===== config.mk =====
export PLATFORM = sky130hd
export DESIGN_NAME = integer_to_ascii_radix_formatter_unit
export DESIGN_NICKNAME = d
export VERILOG_FILES = /design/src/rtl/itoa_pkg.sv /design/src/rtl/itoa_prep.sv /design/src/rtl/itoa_dabble.sv /design/src/rtl/itoa_serial.sv /design/src/rtl/integer_to_ascii_radix_formatter_unit.sv
export SDC_FILE = /design/constraint.sdc
export NUM_CORES = 1
export LEC_CHECK = 0
export ABC_AREA = 1
export BUFFER_PORTS_ARGS = -buffer_cell sky130_fd_sc_hd__buf_4
export CAP_MARGIN = 20
export CORE_UTILIZATION = 50
export DETAILED_ROUTE_END_ITERATION = 8
export HOLD_SLACK_MARGIN = 0.15
export PLACE_DENSITY = 0.74
export SLEW_MARGIN = 20
export SYNTH_ARGS = -nofsm -noshare
export SYNTH_HDL_FRONTEND = slang
export SYNTH_SLANG_ARGS = --single-unit

===== constraint.sdc =====
create_clock -name clock -period 7.6 [get_ports clock]
set_input_delay 1.14 -clock clock [delete_from_list [all_inputs] [get_ports clock]]
set_output_delay 1.14 -clock clock [all_outputs]
set_load 0.01 [all_outputs]

===== src/rtl/itoa_pkg.sv =====
package itoa_pkg;

   localparam int VALUE_WIDTH_DEF = 32;
   localparam int MAX_CHARS       = 32;
   // digit counts and binary lengths up to 64
   localparam int CNT_W           = 7;
   localparam int DABBLE_STEPS    = 8;

   localparam logic [7:0] CHAR_ZERO     = 8'h30;
   localparam logic [7:0] CHAR_MINUS    = 8'h2D;
   localparam logic [7:0] HEX_ALPHA_OFS = 8'd55;

   typedef enum logic [2:0] {
      KIND_UDEC = 3'd0,
      KIND_SDEC = 3'd1,
      KIND_HEX  = 3'd2,
      KIND_OCT  = 3'd3,
      KIND_BIN  = 3'd4
   } kind_type;

   typedef struct packed {
      logic [2:0]  kind;
      logic [31:0] value;
      logic [5:0]  bit_count;
   } req_type;

   typedef struct packed {
      logic [7:0] character;
      logic       last;
   } rsp_type;

   typedef struct packed {
      kind_type         kind;
      logic             neg;
      logic [CNT_W-1:0] nbin;
   } ctl_type;

   // decimal digits of 2**w - 1
   function automatic int dec_digits(input int w);
      return ((w * 1233) >> 12) + 1;
   endfunction

endpackage


===== src/rtl/itoa_prep.sv =====
module itoa_prep #(
   parameter int VW = itoa_pkg::VALUE_WIDTH_DEF
) (
   input  logic                           clock,
   input  logic                           reset,
   input  logic                           in_valid,
   output logic                           in_ready,
   input  itoa_pkg::req_type              in_req,
   output logic                           out_valid,
   input  logic                           out_ready,
   output itoa_pkg::ctl_type              out_ctl,
   output logic [VW-1:0]                  out_val,
   output logic [itoa_pkg::dec_digits(VW)*4-1:0] out_bcd
);
   import itoa_pkg::*;

   localparam int BCD_W = dec_digits(VW) * 4;

   logic              valid_ff;
   ctl_type           ctl_ff, ctl_in;
   logic [VW-1:0]     val_ff, val_in;
   logic [VW-1:0]     v;
   logic [CNT_W-1:0]  n;

   always_comb begin
      v = VW'(in_req.value);
      n = CNT_W'(in_req.bit_count);
      if (n > CNT_W'(VW))        n = CNT_W'(VW);
      if (n > CNT_W'(MAX_CHARS)) n = CNT_W'(MAX_CHARS);
      ctl_in.nbin = n;
      ctl_in.neg  = 1'b0;
      val_in      = v;
      case (in_req.kind)
         KIND_SDEC: begin
            ctl_in.kind = KIND_SDEC;
            ctl_in.neg  = v[VW-1];
            if (v[VW-1]) val_in = ~v + 1'b1;
         end
         KIND_HEX: ctl_in.kind = KIND_HEX;
         KIND_OCT: ctl_in.kind = KIND_OCT;
         KIND_BIN: begin
            ctl_in.kind = KIND_BIN;
            // top-align the printed bits
            val_in = v << (CNT_W'(VW) - n);
         end
         default: ctl_in.kind = KIND_UDEC;
      endcase
   end

   assign in_ready = !valid_ff || out_ready;

   always_ff @(posedge clock) begin
      if (reset) begin
         valid_ff <= 1'b0;
      end else if (in_ready) begin
         valid_ff <= in_valid;
      end
      if (in_ready && in_valid) begin
         ctl_ff <= ctl_in;
         val_ff <= val_in;
      end
   end

   assign out_valid = valid_ff;
   assign out_ctl   = ctl_ff;
   assign out_val   = val_ff;
   assign out_bcd   = {BCD_W{1'b0}};

endmodule


===== src/rtl/itoa_dabble.sv =====
module itoa_dabble #(
   parameter int VW    = itoa_pkg::VALUE_WIDTH_DEF,
   parameter int STAGE = 0
) (
   input  logic                           clock,
   input  logic                           reset,
   input  logic                           in_valid,
   output logic                           in_ready,
   input  itoa_pkg::ctl_type              in_ctl,
   input  logic [VW-1:0]                  in_val,
   input  logic [itoa_pkg::dec_digits(VW)*4-1:0] in_bcd,
   output logic                           out_valid,
   input  logic                           out_ready,
   output itoa_pkg::ctl_type              out_ctl,
   output logic [VW-1:0]                  out_val,
   output logic [itoa_pkg::dec_digits(VW)*4-1:0] out_bcd
);
   import itoa_pkg::*;

   localparam int DEC_D = dec_digits(VW);
   localparam int BCD_W = DEC_D * 4;

   logic              valid_ff;
   ctl_type           ctl_ff;
   logic [VW-1:0]     val_ff, val_in;
   logic [BCD_W-1:0]  bcd_ff, bcd_in;

   // shift-and-add-3, a slice of the input bits per stage
   always_comb begin
      val_in = in_val;
      bcd_in = in_bcd;
      if (in_ctl.kind == KIND_UDEC || in_ctl.kind == KIND_SDEC) begin
         for (int k = 0; k < DABBLE_STEPS; k++) begin
            if (STAGE * DABBLE_STEPS + k < VW) begin
               for (int d = 0; d < DEC_D; d++) begin
                  if (bcd_in[4*d +: 4] >= 4'd5) bcd_in[4*d +: 4] = bcd_in[4*d +: 4] + 4'd3;
               end
               bcd_in = {bcd_in[BCD_W-2:0], val_in[VW-1]};
               val_in = {val_in[VW-2:0], 1'b0};
            end
         end
      end
   end

   assign in_ready = !valid_ff || out_ready;

   always_ff @(posedge clock) begin
      if (reset) begin
         valid_ff <= 1'b0;
      end else if (in_ready) begin
         valid_ff <= in_valid;
      end
      if (in_ready && in_valid) begin
         ctl_ff <= in_ctl;
         val_ff <= val_in;
         bcd_ff <= bcd_in;
      end
   end

   assign out_valid = valid_ff;
   assign out_ctl   = ctl_ff;
   assign out_val   = val_ff;
   assign out_bcd   = bcd_ff;

endmodule


===== src/rtl/itoa_serial.sv =====
module itoa_serial #(
   parameter int VW = itoa_pkg::VALUE_WIDTH_DEF
) (
   input  logic                           clock,
   input  logic                           reset,
   input  logic                           in_valid,
   output logic                           in_ready,
   input  itoa_pkg::ctl_type              in_ctl,
   input  logic [VW-1:0]                  in_val,
   input  logic [itoa_pkg::dec_digits(VW)*4-1:0] in_bcd,
   output logic                           rsp_valid,
   input  logic                           rsp_ready,
   output itoa_pkg::rsp_type              rsp_data
);
   import itoa_pkg::*;

   localparam int DEC_D = dec_digits(VW);
   localparam int HEX_D = (VW + 3) / 4;
   localparam int OCT_D = (VW + 2) / 3;

   logic [VW-1:0][3:0]  dig_ff, dig_load;
   logic [CNT_W-1:0]    cnt_ff, cnt_load;
   logic                busy_ff, neg_ff, lead_ff, supp_ff;
   logic                rsp_valid_ff;
   rsp_type             rsp_ff, rsp_in;
   logic [HEX_D*4-1:0]  valx;
   logic [OCT_D*3-1:0]  valo;
   logic [3:0]          top;
   logic                out_free, step, emit;

   // top-aligned digit layout per kind
   always_comb begin
      valx     = (HEX_D*4)'(in_val);
      valo     = (OCT_D*3)'(in_val);
      dig_load = '0;
      case (in_ctl.kind)
         KIND_HEX: begin
            for (int j = 0; j < HEX_D; j++) dig_load[VW-HEX_D+j] = valx[4*j +: 4];
            cnt_load = CNT_W'(HEX_D);
         end
         KIND_OCT: begin
            for (int j = 0; j < OCT_D; j++) dig_load[VW-OCT_D+j] = {1'b0, valo[3*j +: 3]};
            cnt_load = CNT_W'(OCT_D);
         end
         KIND_BIN: begin
            for (int j = 0; j < VW; j++) dig_load[j] = {3'b000, in_val[j]};
            cnt_load = in_ctl.nbin;
         end
         default: begin
            for (int j = 0; j < DEC_D; j++) dig_load[VW-DEC_D+j] = in_bcd[4*j +: 4];
            cnt_load = CNT_W'(DEC_D);
         end
      endcase
   end

   assign top      = dig_ff[VW-1];
   assign out_free = !rsp_valid_ff || rsp_ready;
   assign step     = busy_ff && out_free;
   // leading zeros are dropped without a word going out
   assign emit     = step && (neg_ff || !(lead_ff && supp_ff && top == 4'd0 &&
                                          cnt_ff > CNT_W'(1)));
   assign in_ready = !busy_ff;

   always_comb begin
      if (neg_ff) begin
         rsp_in.character = CHAR_MINUS;
      end else if (top < 4'd10) begin
         rsp_in.character = CHAR_ZERO + 8'(top);
      end else begin
         rsp_in.character = HEX_ALPHA_OFS + 8'(top);
      end
      rsp_in.last = !neg_ff && cnt_ff == CNT_W'(1);
   end

   always_ff @(posedge clock) begin
      if (reset) begin
         busy_ff      <= 1'b0;
         rsp_valid_ff <= 1'b0;
      end else begin
         if (!busy_ff) begin
            busy_ff <= in_valid && cnt_load != '0;
         end else if (step && !neg_ff && cnt_ff == CNT_W'(1)) begin
            busy_ff <= 1'b0;
         end
         if (out_free) rsp_valid_ff <= emit;
      end
      if (!busy_ff && in_valid) begin
         dig_ff  <= dig_load;
         cnt_ff  <= cnt_load;
         neg_ff  <= in_ctl.neg;
         lead_ff <= 1'b1;
         supp_ff <= in_ctl.kind != KIND_BIN;
      end else if (step) begin
         if (neg_ff) begin
            neg_ff <= 1'b0;
         end else begin
            dig_ff <= {dig_ff[VW-2:0], 4'h0};
            cnt_ff <= cnt_ff - CNT_W'(1);
            if (emit) lead_ff <= 1'b0;
         end
      end
      if (emit) rsp_ff <= rsp_in;
   end

   assign rsp_valid = rsp_valid_ff;
   assign rsp_data  = rsp_ff;

endmodule


===== src/rtl/integer_to_ascii_radix_formatter_unit.sv =====
// Prints a number as ASCII text, most significant character first, one word per
// character with last set on the final one: kind 0 unsigned decimal, 1 signed
// decimal ('-' then magnitude), 2 uppercase hex, 3 octal, 4 binary of bit_count
// digits (at most 32) with leading zeros; kinds 5 to 7 print unsigned decimal.
// A number goes through a prep stage and ceil(VALUE_WIDTH/8) binary-to-BCD stages
// (8 shift-add steps each), then a serializer that sends one character per cycle
// unless the output stalls. The serializer sets the rate: it takes a new number
// only when idle, then steps through each digit position of its kind (10 decimal,
// 8 hex, 11 octal at 32 bits, bit_count binary) plus a step for a minus sign;
// leading zeros are skipped a step each. The pipeline ahead of it keeps taking
// numbers while it works, and a finished character waits in an output register.
module integer_to_ascii_radix_formatter_unit #(
   parameter int VALUE_WIDTH = itoa_pkg::VALUE_WIDTH_DEF
) (
   input  logic              clock,
   input  logic              reset,
   input  logic              req_valid,
   output logic              req_ready,
   input  itoa_pkg::req_type req_data,
   output logic              rsp_valid,
   input  logic              rsp_ready,
   output itoa_pkg::rsp_type rsp_data
);
   import itoa_pkg::*;

   localparam int BCD_W = dec_digits(VALUE_WIDTH) * 4;
   localparam int DD_N  = (VALUE_WIDTH + DABBLE_STEPS - 1) / DABBLE_STEPS;

   logic                   valid [DD_N+1];
   logic                   ready [DD_N+1];
   ctl_type                ctl   [DD_N+1];
   logic [VALUE_WIDTH-1:0] val   [DD_N+1];
   logic [BCD_W-1:0]       bcd   [DD_N+1];

   itoa_prep #(.VW(VALUE_WIDTH)) u_prep (
      .clock(clock), .reset(reset),
      .in_valid(req_valid), .in_ready(req_ready), .in_req(req_data),
      .out_valid(valid[0]), .out_ready(ready[0]),
      .out_ctl(ctl[0]), .out_val(val[0]), .out_bcd(bcd[0])
   );

   for (genvar s = 0; s < DD_N; s++) begin : g_dabble
      itoa_dabble #(.VW(VALUE_WIDTH), .STAGE(s)) u_dabble (
         .clock(clock), .reset(reset),
         .in_valid(valid[s]), .in_ready(ready[s]),
         .in_ctl(ctl[s]), .in_val(val[s]), .in_bcd(bcd[s]),
         .out_valid(valid[s+1]), .out_ready(ready[s+1]),
         .out_ctl(ctl[s+1]), .out_val(val[s+1]), .out_bcd(bcd[s+1])
      );
   end

   itoa_serial #(.VW(VALUE_WIDTH)) u_serial (
      .clock(clock), .reset(reset),
      .in_valid(valid[DD_N]), .in_ready(ready[DD_N]),
      .in_ctl(ctl[DD_N]), .in_val(val[DD_N]), .in_bcd(bcd[DD_N]),
      .rsp_valid(rsp_valid), .rsp_ready(rsp_ready), .rsp_data(rsp_data)
   );

endmodule


==> impl_metrics.json <==
{
  "run_status": "completed",
  "syn_inst": 4750,
  "path_class": "reg -> reg",
  "core_sq_um": 67800,
  "syn_to_final_growth_pct": 7.90,
  "cts_buffer_depth": 3,
  "final_util_pct": 54.9,
  "ys.flop_type": "edfxtp_1",
  "place_congestion": 0.951,
  "drc": 0,
  "synth_edf_count": 393,
  "setup_viol": 0,
  "drive_gt1_share_pct": 13.1,
  "io_buffers": 54,
  "cpMaxStageDelayCell": "edfxtp_1",
  "cts.sinks": 401,
  "viasPerCell": 5.30,
  "grt_pass1_vias": 27200,
  "row_count": 95,
  "htree_levels": 2,
  "wl_met2_mm": 36.4,
  "fin_cells": 5679,
  "synth_nets": 4966,
  "first_pass_iters": 6,
  "insertedDiodeCount": 0,
  "synth_area_per_cell_sq_um": 7.26,
  "ios": 56,
  "yosys.area.top_type": "edfxtp_1",
  "critPathLaunch": "g_dabble[2].u_dabble.out_bcd[28]",
  "grt_max_degree": 91,
  "critPathLaunchType": "flip-flop",
  "fin_crit_sh_pct": 91.1,
  "track_usage_pct": 21.0,
  "antenna_found_initial": 0,
  "slowest_delay_ps": 420,
  "final_hold_viol_count": 0,
  "drt-met1-wl_mm": 33.8,
  "yosys.area.top_type_share_pct": 34.2,
  "die-area_sq_um": 70000,
  "required_ps": 7940,
  "yosysSeqAreaShare_pct": 34.7,
  "yosysWarnings": 0,
  "hold_path.class": "reg -> reg",
  "met3WireLength_mm": 3.01,
  "worst-path-max-fanout": 5,
  "vias": 30100,
  "postCtsHoldBufs": 0,
  "grt-ovfl-total": 0,
  "grt_setup_unrepaired": "no",
  "cts-root-buf": "clkbuf_16",
  "yosys-top-cells-count": "nand2_1 (1403), inv_1 (719), edfxtp_1 (393), nand3_1 (383), o21ai_0 (307)",
  "yosys-top-cells-area": "edfxtp_1 (34%), nand2_1 (15%), inv_1 (7.8%)",
  "fin_crit_ps": 6920,
  "wl_per_cell_um": 13.3,
  "worst_slew_pin_slew_ps": 1030,
  "clock_skew_ps": 23.6,
  "dpl.hpwl_mm": 58.3,
  "synthDistinctLibCells": 63,
  "max_slew_margin_pct": 31.3,
  "dr.max_layer_used": "met4",
  "clk_pin_slew_ps": 60,
  "clk_latency_ps": 580,
  "placedCellCount": 5604,
  "ant_nets": 0,
  "crit_top_cell": "inv_1",
  "fp.dieW_um": 265,
  "drt_iter0_markers": 2153,
  "crit_arrival_ps": 7260,
  "numCtsBuffers": 41,
  "async_flop_share_pct": 0,
  "endpoint_kind": "flip-flop",
  "ys_ff_latch": 401,
  "drt-total-wl_mm": 75.4,
  "grt_pass1_wl_mm": 124,
  "die_h_um": 265,
  "layout.nets": 4990,
  "regToRegSetupSlack_ps": 680,
  "reg2reg_from": "g_dabble[2].u_dabble.out_bcd[28]",
  "drv_slew": 0,
  "start_util_pct": 50.9,
  "cts_tree": "built",
  "fmax_mhz": 144,
  "hp-start": "g_dabble[1].u_dabble.out_ctl[3]",
  "max_cap_violations": 0,
  "setup_tns_ps": 0,
  "yosysMostFrequentCell": "nand2_1",
  "synthesis.area_sq_um": 34500
}
[state kept, by name, summed over array words and instances (netlist names), 4 cells and up]
register                     count
g_dabble.u_dabble.out_ctl       40
g_dabble.u_dabble.out_bcd      102
g_dabble.u_dabble.out_valid      4
u_prep.out_val                  32
u_serial.top                     4
u_prep.out_ctl                  10
u_serial.dig_ff                 60
u_serial.cnt_ff                  7
g_dabble.u_dabble.out_val      128
u_serial.rsp_data                8
[routing by layer]
metal | GRT usage, % | vias to the layer above
li1 | - | 15800
met1 | 26.7 | 13600
met2 | 37.4 | 588
met3 | 2.07 | 120
met4 | 6.46 | 0
met5 | 0 | -
[worst paths after layout]
path,end,cells after the start
worst max-delay path,g_dabble[3].u_dabble.out_bcd[38],47
worst min-delay path,g_dabble[2].u_dabble.out_ctl[3],0
worst max register to register,g_dabble[3].u_dabble.out_bcd[38],47
worst min register to register,g_dabble[2].u_dabble.out_ctl[3],0
[repair_timing]
item	in CTS	in global routing
hold endpoints to repair	0	0
setup endpoints to repair	0	14
buffers inserted	0	0
resized for setup	0	11
[through the flow]
step           worst slack, ps  hold slack, ps  cell area (sq um)
3_5_place_dp               516             405              35800
2_1_floorplan             1280             400              34500
3_3_place_gp               855             401              35800
5_1_grt                   6.26             424              37200
4_1_cts                    486             401              37200
6_report                   675             400              37200
[cell type report]
cell class | count | area, sq um
Fill cell | 6328 | 30600
Sequential cell | 401 | 12000
Timing Repair Buffer | 75 | 583
Tap cell | 873 | 1090
Multi-Input combinational cell | 3491 | 19300
Clock inverter | 20 | 241
Clock buffer | 55 | 1110
Inverter | 764 | 2870
[critical path: cells and delay by family (launching register included)]
kind | cells | cell delay, ps
AO/OA/AOI/OAI | 6 | 1150
AND/OR/NAND/NOR | 15 | 1610
adder cells (fa/ha/maj) | 9 | 1730
flip-flops | 1 | 420
buffers and inverters | 13 | 960
XOR/XNOR | 4 | 820
[cells in the final DEF (no fill, tap or decap), drive strengths merged, types with 3 or more instances in the layout]
cell type / instances
or2: 16
buf: 75
o21bai: 9
nor2: 186
o21a: 10
a211oi: 8
and2: 52
a22o: 3
a21oi: 111
a31o: 16
o211ai: 69
o22ai: 52
nand4: 119
clkinv: 21
xnor2: 8
dfxtp: 8
ha: 171
bufinv: 3
o221ai: 5
o31ai: 5
nand2: 1626
a21o: 36
edfxtp: 393
a221oi: 6
mux2i: 3
o21ai: 383
nor3: 17
inv: 759
nand3: 486
o2111ai: 6
xor2: 49
clkbuf: 55
nand3b: 26
[cells by family (layout without fill, tap and decap cells)]
kind of cell	count (synthesis)	after routing	share of synthesized area [%]
other	1	1	0.0109
buffers and inverters	858	914	9.49
XOR/XNOR	57	57	1.71
adder cells (fa/ha/maj)	171	171	6.21
AO/OA/AOI/OAI	726	726	12.7
AND/OR/NAND/NOR	2533	2533	35.1
multiplexers	3	3	0.0871
flip-flops	401	401	34.7
Power is not shown: default switching activity piles up to over one toggle a cycle in this logic, so the estimate is an artifact.
